## config.mk

```make
export PLATFORM = sky130hd
export DESIGN_NAME = decimal_to_roman_numeral
export DESIGN_NICKNAME = d
export VERILOG_FILES = /design/src/rtl/rn_pkg.sv /design/src/rtl/decimal_to_roman_numeral.sv /design/src/rtl/rn_front.sv /design/src/rtl/rn_queue.sv /design/src/rtl/rn_back.sv
export SDC_FILE = /design/constraint.sdc
export NUM_CORES = 1
export LEC_CHECK = 0
export ABC_AREA = 1
export BUFFER_PORTS_ARGS = -buffer_cell sky130_fd_sc_hd__buf_2
export CAP_MARGIN = 20
export CORE_MARGIN = 2
export CORE_UTILIZATION = 60
export CTS_BUF_LIST = sky130_fd_sc_hd__clkbuf_16
export CTS_CLUSTER_DIAMETER = 120
export DETAILED_ROUTE_END_ITERATION = 6
export PLACE_DENSITY = 0.76
export SYNTH_ARGS = -nofsm -noshare
export SYNTH_HDL_FRONTEND = slang
export SYNTH_SLANG_ARGS = --single-unit
export TNS_END_PERCENT = 10
```

## constraint.sdc

```tcl
create_clock -name clk -period 5.7 [get_ports clk]
set_clock_uncertainty 0.05 [all_clocks]
set_input_delay 1.14 -clock clk [delete_from_list [all_inputs] [get_ports clk]]
set_output_delay 1.14 -clock clk [all_outputs]
set_load 0.02 [all_outputs]
```

## src/rtl/rn_pkg.sv

```systemverilog
`default_nettype none
package rn_pkg;

  // widths fixed by the item fields
  localparam int NUM_W    = 12;
  localparam int LETTER_W = 7;

  // default depth of the queue between front and back
  localparam int QUEUE_DEPTH = 2;

  // largest number with a standard numeral
  localparam logic [NUM_W-1:0] MAX_VALID = 12'd3999;

  // reciprocal multipliers for the constant divisions
  localparam logic [12:0] RECIP_100 = 13'd5243;  // /100 as *5243 >> 19
  localparam logic [12:0] RECIP_10  = 13'd6554;  // /10  as *6554 >> 16

  // ascii codes of the numeral letters
  localparam logic [LETTER_W-1:0] CH_I = 7'h49;
  localparam logic [LETTER_W-1:0] CH_V = 7'h56;
  localparam logic [LETTER_W-1:0] CH_X = 7'h58;
  localparam logic [LETTER_W-1:0] CH_L = 7'h4C;
  localparam logic [LETTER_W-1:0] CH_C = 7'h43;
  localparam logic [LETTER_W-1:0] CH_D = 7'h44;
  localparam logic [LETTER_W-1:0] CH_M = 7'h4D;

  // digit places, most significant first
  localparam logic [1:0] POS_TH = 2'd0;
  localparam logic [1:0] POS_HU = 2'd1;
  localparam logic [1:0] POS_TE = 2'd2;
  localparam logic [1:0] POS_ON = 2'd3;

  // role of a letter within one digit's pattern
  typedef enum logic [1:0] {
    SYM_ONE,
    SYM_FIVE,
    SYM_TEN
  } sym_t;

  // classified item passed from front to back
  typedef struct packed {
    logic       err;
    logic [1:0] th;
    logic [3:0] hu;
    logic [3:0] te;
    logic [3:0] on;
  } item_t;

  // number of letters a decimal digit produces
  function automatic logic [2:0] dig_len(input logic [3:0] d);
    logic [2:0] len;
    unique case (d)
      4'd1:    len = 3'd1;
      4'd2:    len = 3'd2;
      4'd3:    len = 3'd3;
      4'd4:    len = 3'd2;
      4'd5:    len = 3'd1;
      4'd6:    len = 3'd2;
      4'd7:    len = 3'd3;
      4'd8:    len = 3'd4;
      4'd9:    len = 3'd2;
      default: len = 3'd0;
    endcase
    return len;
  endfunction

  // letter role at a given place within a digit's pattern
  function automatic sym_t dig_sym(input logic [3:0] d, input logic [1:0] idx);
    sym_t s;
    if (d == 4'd9) begin
      s = (idx == 2'd0) ? SYM_ONE : SYM_TEN;
    end else if (d == 4'd4) begin
      s = (idx == 2'd0) ? SYM_ONE : SYM_FIVE;
    end else if (d >= 4'd5 && idx == 2'd0) begin
      s = SYM_FIVE;
    end else begin
      s = SYM_ONE;
    end
    return s;
  endfunction

  // ascii letter for a role at a digit place
  function automatic logic [LETTER_W-1:0] roman_letter(input logic [1:0] pos,
                                                       input sym_t sym);
    logic [LETTER_W-1:0] one, five, ten, ch;
    unique case (pos)
      POS_TH:  begin one = CH_M; five = CH_M; ten = CH_M; end
      POS_HU:  begin one = CH_C; five = CH_D; ten = CH_M; end
      POS_TE:  begin one = CH_X; five = CH_L; ten = CH_C; end
      default: begin one = CH_I; five = CH_V; ten = CH_X; end
    endcase
    unique case (sym)
      SYM_FIVE: ch = five;
      SYM_TEN:  ch = ten;
      default:  ch = one;
    endcase
    return ch;
  endfunction

endpackage
`default_nettype wire

```

## src/rtl/decimal_to_roman_numeral.sv

```systemverilog
`default_nettype none
// channel | ports                                       | direction
// --------+---------------------------------------------+----------
// input   | in_valid, in_ready, in_number               | in
// result  | out_valid, out_ready, out_letter,           | out
//         | out_last_letter, out_out_of_range           |
//
// one letter per cycle leaves the back end unless out_ready holds it back; a
// numeral has 1 to 15 letters, and an out-of-range number gives a single one.
// a number moves through stages a and b, the queue and the output register.
// the front splits digits in a two-stage pipeline and feeds a small queue, so
// input keeps flowing while the back end is held by out_ready, until the queue
// and both front stages are full.
// synchronous active-low reset empties the pipeline, queue and output register.
module decimal_to_roman_numeral #(
  parameter int QueueDepth = rn_pkg::QUEUE_DEPTH
) (
  input  wire logic                          clk,
  input  wire logic                          rst_n,
  input  wire logic                          in_valid,
  output logic                               in_ready,
  input  wire logic [rn_pkg::NUM_W-1:0]      in_number,
  output logic                               out_valid,
  input  wire logic                          out_ready,
  output logic [rn_pkg::LETTER_W-1:0]        out_letter,
  output logic                               out_last_letter,
  output logic                               out_out_of_range
);
  import rn_pkg::*;

  logic  push, q_full, pop, not_empty;
  item_t push_item, head;

  // range check and digit split
  rn_front u_front (
    .clk       (clk),
    .rst_n     (rst_n),
    .in_valid  (in_valid),
    .in_ready  (in_ready),
    .in_number (in_number),
    .push      (push),
    .push_item (push_item),
    .q_full    (q_full)
  );

  // decoupling queue
  rn_queue #(
    .Depth (QueueDepth)
  ) u_queue (
    .clk       (clk),
    .rst_n     (rst_n),
    .push      (push),
    .push_item (push_item),
    .full      (q_full),
    .pop       (pop),
    .head      (head),
    .not_empty (not_empty)
  );

  // letter sequencer
  rn_back u_back (
    .clk              (clk),
    .rst_n            (rst_n),
    .head             (head),
    .not_empty        (not_empty),
    .pop              (pop),
    .out_valid        (out_valid),
    .out_ready        (out_ready),
    .out_letter       (out_letter),
    .out_last_letter  (out_last_letter),
    .out_out_of_range (out_out_of_range)
  );

endmodule
`default_nettype wire

```

## src/rtl/rn_front.sv

```systemverilog
`default_nettype none
module rn_front (
  input  wire logic                   clk,
  input  wire logic                   rst_n,
  input  wire logic                   in_valid,
  output logic                        in_ready,
  input  wire logic [rn_pkg::NUM_W-1:0] in_number,
  output logic                        push,
  output rn_pkg::item_t               push_item,
  input  wire logic                   q_full
);
  import rn_pkg::*;

  // stage a: accepted number
  logic             a_v_r;
  logic [NUM_W-1:0] num_a_r;

  // stage b: quotients by 100 and by 10
  logic             b_v_r;
  logic             b_err_r;
  logic [5:0]       q100_r;
  logic [8:0]       q10_r;
  logic [NUM_W-1:0] num_b_r;

  logic             a_adv, b_adv;
  logic [24:0]      prod100, prod10;
  logic             err_a;
  logic [1:0]       th;
  logic [5:0]       th_ten;
  logic [8:0]       q100_ten;
  logic [NUM_W-1:0] q10_ten;

  // stall chain back from the queue
  assign push     = b_v_r && !q_full;
  assign b_adv    = !b_v_r || push;
  assign a_adv    = !a_v_r || b_adv;
  assign in_ready = a_adv;

  // range check and reciprocal quotients
  assign prod100 = 25'(num_a_r) * 25'(RECIP_100);
  assign prod10  = 25'(num_a_r) * 25'(RECIP_10);
  assign err_a   = (num_a_r == '0) || (num_a_r > MAX_VALID);

  // digits from the quotients
  always_comb begin
    priority if (q100_r >= 6'd30) th = 2'd3;
    else if (q100_r >= 6'd20)     th = 2'd2;
    else if (q100_r >= 6'd10)     th = 2'd1;
    else                          th = 2'd0;
  end

  assign th_ten   = 6'(th) * 6'd10;
  assign q100_ten = 9'(q100_r) * 9'd10;
  assign q10_ten  = 12'(q10_r) * 12'd10;

  assign push_item.err = b_err_r;
  assign push_item.th  = th;
  assign push_item.hu  = 4'(q100_r - th_ten);
  assign push_item.te  = 4'(q10_r - q100_ten);
  assign push_item.on  = 4'(num_b_r - q10_ten);

  // stage registers
  always_ff @(posedge clk) begin
    if (!rst_n) begin
      a_v_r <= 1'b0;
      b_v_r <= 1'b0;
    end else begin
      if (a_adv) a_v_r <= in_valid;
      if (b_adv) b_v_r <= a_v_r;
    end
    if (a_adv && in_valid) num_a_r <= in_number;
    if (b_adv && a_v_r) begin
      b_err_r <= err_a;
      q100_r  <= prod100[24:19];
      q10_r   <= prod10[24:16];
      num_b_r <= num_a_r;
    end
  end

endmodule
`default_nettype wire

```

## src/rtl/rn_queue.sv

```systemverilog
`default_nettype none
module rn_queue #(
  parameter int Depth = rn_pkg::QUEUE_DEPTH
) (
  input  wire logic          clk,
  input  wire logic          rst_n,
  input  wire logic          push,
  input  rn_pkg::item_t      push_item,
  output logic               full,
  input  wire logic          pop,
  output rn_pkg::item_t      head,
  output logic               not_empty
);
  import rn_pkg::*;

  localparam int PtrW = (Depth > 1) ? $clog2(Depth) : 1;
  localparam int CntW = $clog2(Depth + 1);
  localparam logic [PtrW-1:0] LastPtr = PtrW'(Depth - 1);

  item_t           mem_r [Depth];
  logic [PtrW-1:0] wr_ptr_r, rd_ptr_r;
  logic [CntW-1:0] count_r;

  assign full      = (count_r == CntW'(Depth));
  assign not_empty = (count_r != '0);
  assign head      = mem_r[rd_ptr_r];

  // pointers and fill count
  always_ff @(posedge clk) begin
    if (!rst_n) begin
      wr_ptr_r <= '0;
      rd_ptr_r <= '0;
      count_r  <= '0;
    end else begin
      if (push) wr_ptr_r <= (wr_ptr_r == LastPtr) ? '0 : wr_ptr_r + 1'b1;
      if (pop)  rd_ptr_r <= (rd_ptr_r == LastPtr) ? '0 : rd_ptr_r + 1'b1;
      if (push && !pop)      count_r <= count_r + 1'b1;
      else if (pop && !push) count_r <= count_r - 1'b1;
    end
  end

  // entry storage
  always_ff @(posedge clk) begin
    if (push) mem_r[wr_ptr_r] <= push_item;
  end

endmodule
`default_nettype wire

```

## src/rtl/rn_back.sv

```systemverilog
`default_nettype none
module rn_back (
  input  wire logic                        clk,
  input  wire logic                        rst_n,
  input  rn_pkg::item_t                    head,
  input  wire logic                        not_empty,
  output logic                             pop,
  output logic                             out_valid,
  input  wire logic                        out_ready,
  output logic [rn_pkg::LETTER_W-1:0]      out_letter,
  output logic                             out_last_letter,
  output logic                             out_out_of_range
);
  import rn_pkg::*;

  // walk state within the current number
  logic       started_r;
  logic [1:0] pos_r;
  logic [1:0] idx_r;

  // output register
  logic                out_valid_r;
  logic [LETTER_W-1:0] letter_r;
  logic                last_r;
  logic                oor_r;

  logic [3:0] dig [4];
  logic [2:0] len [4];
  logic [3:0] nz;
  logic [1:0] eff_pos, next_pos;
  logic       has_next, end_dig, last, advance, emit;
  logic [LETTER_W-1:0] ch;

  // digits and their pattern lengths
  always_comb begin
    dig[0] = {2'b00, head.th};
    dig[1] = head.hu;
    dig[2] = head.te;
    dig[3] = head.on;
    for (int k = 0; k < 4; k++) begin
      len[k] = dig_len(dig[k]);
      nz[k]  = (len[k] != 3'd0);
    end
  end

  // current place: first non-empty digit at the start of a number
  always_comb begin
    if (started_r)  eff_pos = pos_r;
    else if (nz[0]) eff_pos = POS_TH;
    else if (nz[1]) eff_pos = POS_HU;
    else if (nz[2]) eff_pos = POS_TE;
    else            eff_pos = POS_ON;
  end

  // next non-empty digit after the current place
  always_comb begin
    has_next = 1'b0;
    next_pos = POS_ON;
    for (int k = 3; k >= 0; k--) begin
      if (2'(k) > eff_pos && nz[k]) begin
        has_next = 1'b1;
        next_pos = 2'(k);
      end
    end
  end

  assign end_dig = ({1'b0, idx_r} == (len[eff_pos] - 3'd1));
  assign last    = end_dig && !has_next;
  assign ch      = roman_letter(eff_pos, dig_sym(dig[eff_pos], idx_r));

  // one letter per transfer slot
  assign advance = !out_valid_r || out_ready;
  assign emit    = advance && not_empty;
  assign pop     = emit && (head.err || last);

  assign out_valid        = out_valid_r;
  assign out_letter       = letter_r;
  assign out_last_letter  = last_r;
  assign out_out_of_range = oor_r;

  // walk state and output register
  always_ff @(posedge clk) begin
    if (!rst_n) begin
      started_r   <= 1'b0;
      pos_r       <= '0;
      idx_r       <= '0;
      out_valid_r <= 1'b0;
    end else if (emit) begin
      out_valid_r <= 1'b1;
      if (head.err || last) begin
        started_r <= 1'b0;
        idx_r     <= '0;
      end else if (end_dig) begin
        started_r <= 1'b1;
        pos_r     <= next_pos;
        idx_r     <= '0;
      end else begin
        started_r <= 1'b1;
        pos_r     <= eff_pos;
        idx_r     <= idx_r + 2'd1;
      end
    end else if (advance) begin
      out_valid_r <= 1'b0;
    end
    if (emit) begin
      letter_r <= head.err ? '0 : ch;
      last_r   <= head.err || last;
      oor_r    <= head.err;
    end
  end

endmodule
`default_nettype wire

```

==> metrics.txt <==
Synth warnings 0; Area Growth Syn to Fin 7.16%; fin crit share 0.918; nets@finish roughly 1,200; Critical-path top delay cell fa_1; Pre-antenna DRT Iters 5; DRT Wirelength 16.7 mm; H-tree depth 3; highest clock rate 0.191 GHz; core outline area 13,900 sq um; die area roughly 15,000 sq um; Max VDD drop 0.278 mV; Placed Cells 1,110; final worst setup slack 466 ps; Max Transition Viols Final 0; Required @ worst endpoint 5740 ps; Total GRT Usage 0.243; initial antenna violation count 0; total CTS buffers 9; crit-path leading delay family adder cells; Avg WL per Cell 14.9 um; Final HPWL DP 14.1 mm; Max-Cap Viols 0; Post-Syn Area between 8000 and 9000 sq um; worst slew pin tran 812 ps; Avg Synthesized Cell Area around 9.4 sq um; Worst Hold Class register to register; Die Ht 123 um; critical path depth in cells 20; fraction of layout cells with a size suffix above 1 0.0835; post-route cell area a little over 9000 sq um; Root Buffer clkbuf_16; fillers 1,098; Synth Register Bits slightly below 80; Port-buffer cells 25; clk sinks 78; GRT overflow 0; Static Leakage 4.71 nW; row count 43; Initial Utilization 0.612; largest net degree at the start of global routing 18; count of final setup violators 0; TritonCTS clock tree yes; Layout Cells excl Fill 1,126; pre-CTS WS 556 ps; Final min period 5230 ps; DRC 0; sequential area share after synthesis 0.260; clk_lat worst skew 360 ps; CP endpoint u_front.q100_r[3]; syn_nets 1,151; crit end category register; Crit Path Class register to register; io pins 27; RR Startpoint u_front.num_a_r[5]; final hold slack ~410 ps; initial DRC count ~260; number of global-route vias before repair 5,900; status finished clean; Max Fanout on Critical Path 7; Buf+Inv Stages, Crit Path 4; Via density 5.27; flop2flop setup slack 470 ps; DR vias 5,936; Overall Power ~4.3 mW; Post-Route Setup TNS 0 ps; Post-CTS Hold Buffers 0; Critical path origin u_front.num_a_r[5]; post-route ant nets 0; CP Launch Type register; Hold Vio Cnt, Final 0; # resized after CTS 0; final RePlAce weighted congestion just under 1; Die X 123 um; post-synthesis cell type count 40; synthesized instance count 906; R2R Path End u_front.q100_r[3]; buffer depth of the longest clock path 2; Placed Area 8820 sq um; first-pass GRT wire length 27.6 mm; Ant. Diodes 0; post-layout util 0.656; clock slew at reported path FFs 70 ps; critical-path cell list inv_1 -> fa_1 -> inv_1 -> fa_1 -> ha_1 -> inv_1 -> fa_1 -> fa_1 -> inv_1 -> ha_1 -> nand2_1 -> nor2_1 -> a211oi_1 -> nand2_1 -> a21oi_1 -> nor2_1 -> nor2_1 -> o21ai_0 -> a21oi_1 -> xor2_1; WP data arrival 5280 ps; pwr dens 475 nW/um^2; cells on worst reg2reg path 20; Max stage delay on crit path approximately 570 ps; Worst slew margin 0.455; number of post-CTS setup repair buffers 0; unrepaired setup endpoints after global routing false
## flip-flops by register name (all words and copies together), names as in the netlist, 2 cells and up, named ones only
signal,flops
u_front.q10_r,4
u_back.idx_r,2
u_front.q100_r,6
u_back.pos_r,2
u_front.num_b_r,4
u_back.out_letter,6
u_front.num_a_r,12
u_queue.mem_r,30
u_queue.count_r,2
## metal layers
layer	vias to the layer above	routed length, um	global-route usage
met4	0	595	0.0966
met3	46	703	0.0517
met2	124	8600	0.431
li1	2932	-	-
met1	2834	6840	0.287
met5	-	0	0
## power breakdown
group,leakage [nW],total [mW],switching [mW],internal [mW]
sequential,0.713,0.930,0.0910,0.839
clock,0.144,0.557,0.253,0.304
combinational,3.86,2.83,1.73,1.11
## worst min-delay path by stage
stage | start | end | slack, ps | cells after the start
4_1_cts | u_front.num_b_r[0] | u_queue.mem_r[0][0] | 400 | 0
3_5_place_dp | u_front.num_b_r[0] | u_queue.mem_r[1][0] | 380 | 0
5_1_grt | u_front.num_b_r[0] | u_queue.mem_r[1][0] | 410 | 0
6_report | u_front.num_b_r[0] | u_queue.mem_r[0][0] | 410 | 0
2_1_floorplan | u_front.num_b_r[0] | u_queue.mem_r[0][0] | 370 | 0
3_3_place_gp | u_front.num_b_r[0] | u_queue.mem_r[1][0] | 370 | 0
## synth_stat cells, drive strengths merged
cell type  count  area [sq um]
ha           146          1830
a41oi          1          8.76
a21oi         51           255
o31ai          3          22.5
o21a           2          15.0
edfxtp        65          1950
dfxtp         13           260
buf            7          71.3
xor2          16           140
nand4         12          75.1
o21ai         24           124
o22ai          1          6.26
mux2i          1          10.0
inv          246           926
a211oi         2          15.0
nor2          43           181
xnor2         13           114
nor3           4          20.0
o211ai         1          12.5
nand2        131           537
nand3         29           178
a21o           1          7.51
conb           1          3.75
nor4           1          6.26
nand3b         2          15.0
fa            83          1660
or2            4          25.0
o221ai         3          26.3
## layout make-up
cell class                      instances  area, sq um  area share
Multi-Input combinational cell        575         5290       0.581
Sequential cell                        78         2210       0.243
Inverter                              246          926       0.102
Clock buffer                            9          225      0.0247
Tap cell                              180          225      0.0247
Timing Repair Buffer                   31          170      0.0187
Clock inverter                          7         58.8     0.00646
## kinds of logic (layout without fill, tap and decap cells)
logic type | Yosys count | count (layout) | synth area share
compound gates | 89 | 89 | 0.0580
xor+xnor | 29 | 29 | 0.0299
fa+ha+maj | 229 | 229 | 0.411
buf+inv | 253 | 293 | 0.117
flops | 78 | 78 | 0.260
mux | 1 | 1 | 0.00118
other cells | 1 | 1 | 0.000441
simple gates | 226 | 226 | 0.122
## cells in the final DEF (no fill, tap or decap), types with 3 or more instances in the layout
cell type,n
xnor2_1,13
buf_4,6
inv_4,3
inv_2,8
edfxtp_1,65
o221ai_1,3
fa_1,83
xor2_1,16
dfxtp_1,13
a21oi_1,51
buf_2,25
nand3_2,4
nor3_1,4
o21ai_1,4
inv_6,4
o31ai_1,3
o21ai_0,19
nand2_2,6
nand3_1,24
ha_1,146
nand2_4,4
nor2_1,39
clkbuf_16,9
nand2_1,121
inv_1,237
nand4_1,12
Note: power is estimated with default switching activity, not from simulation.
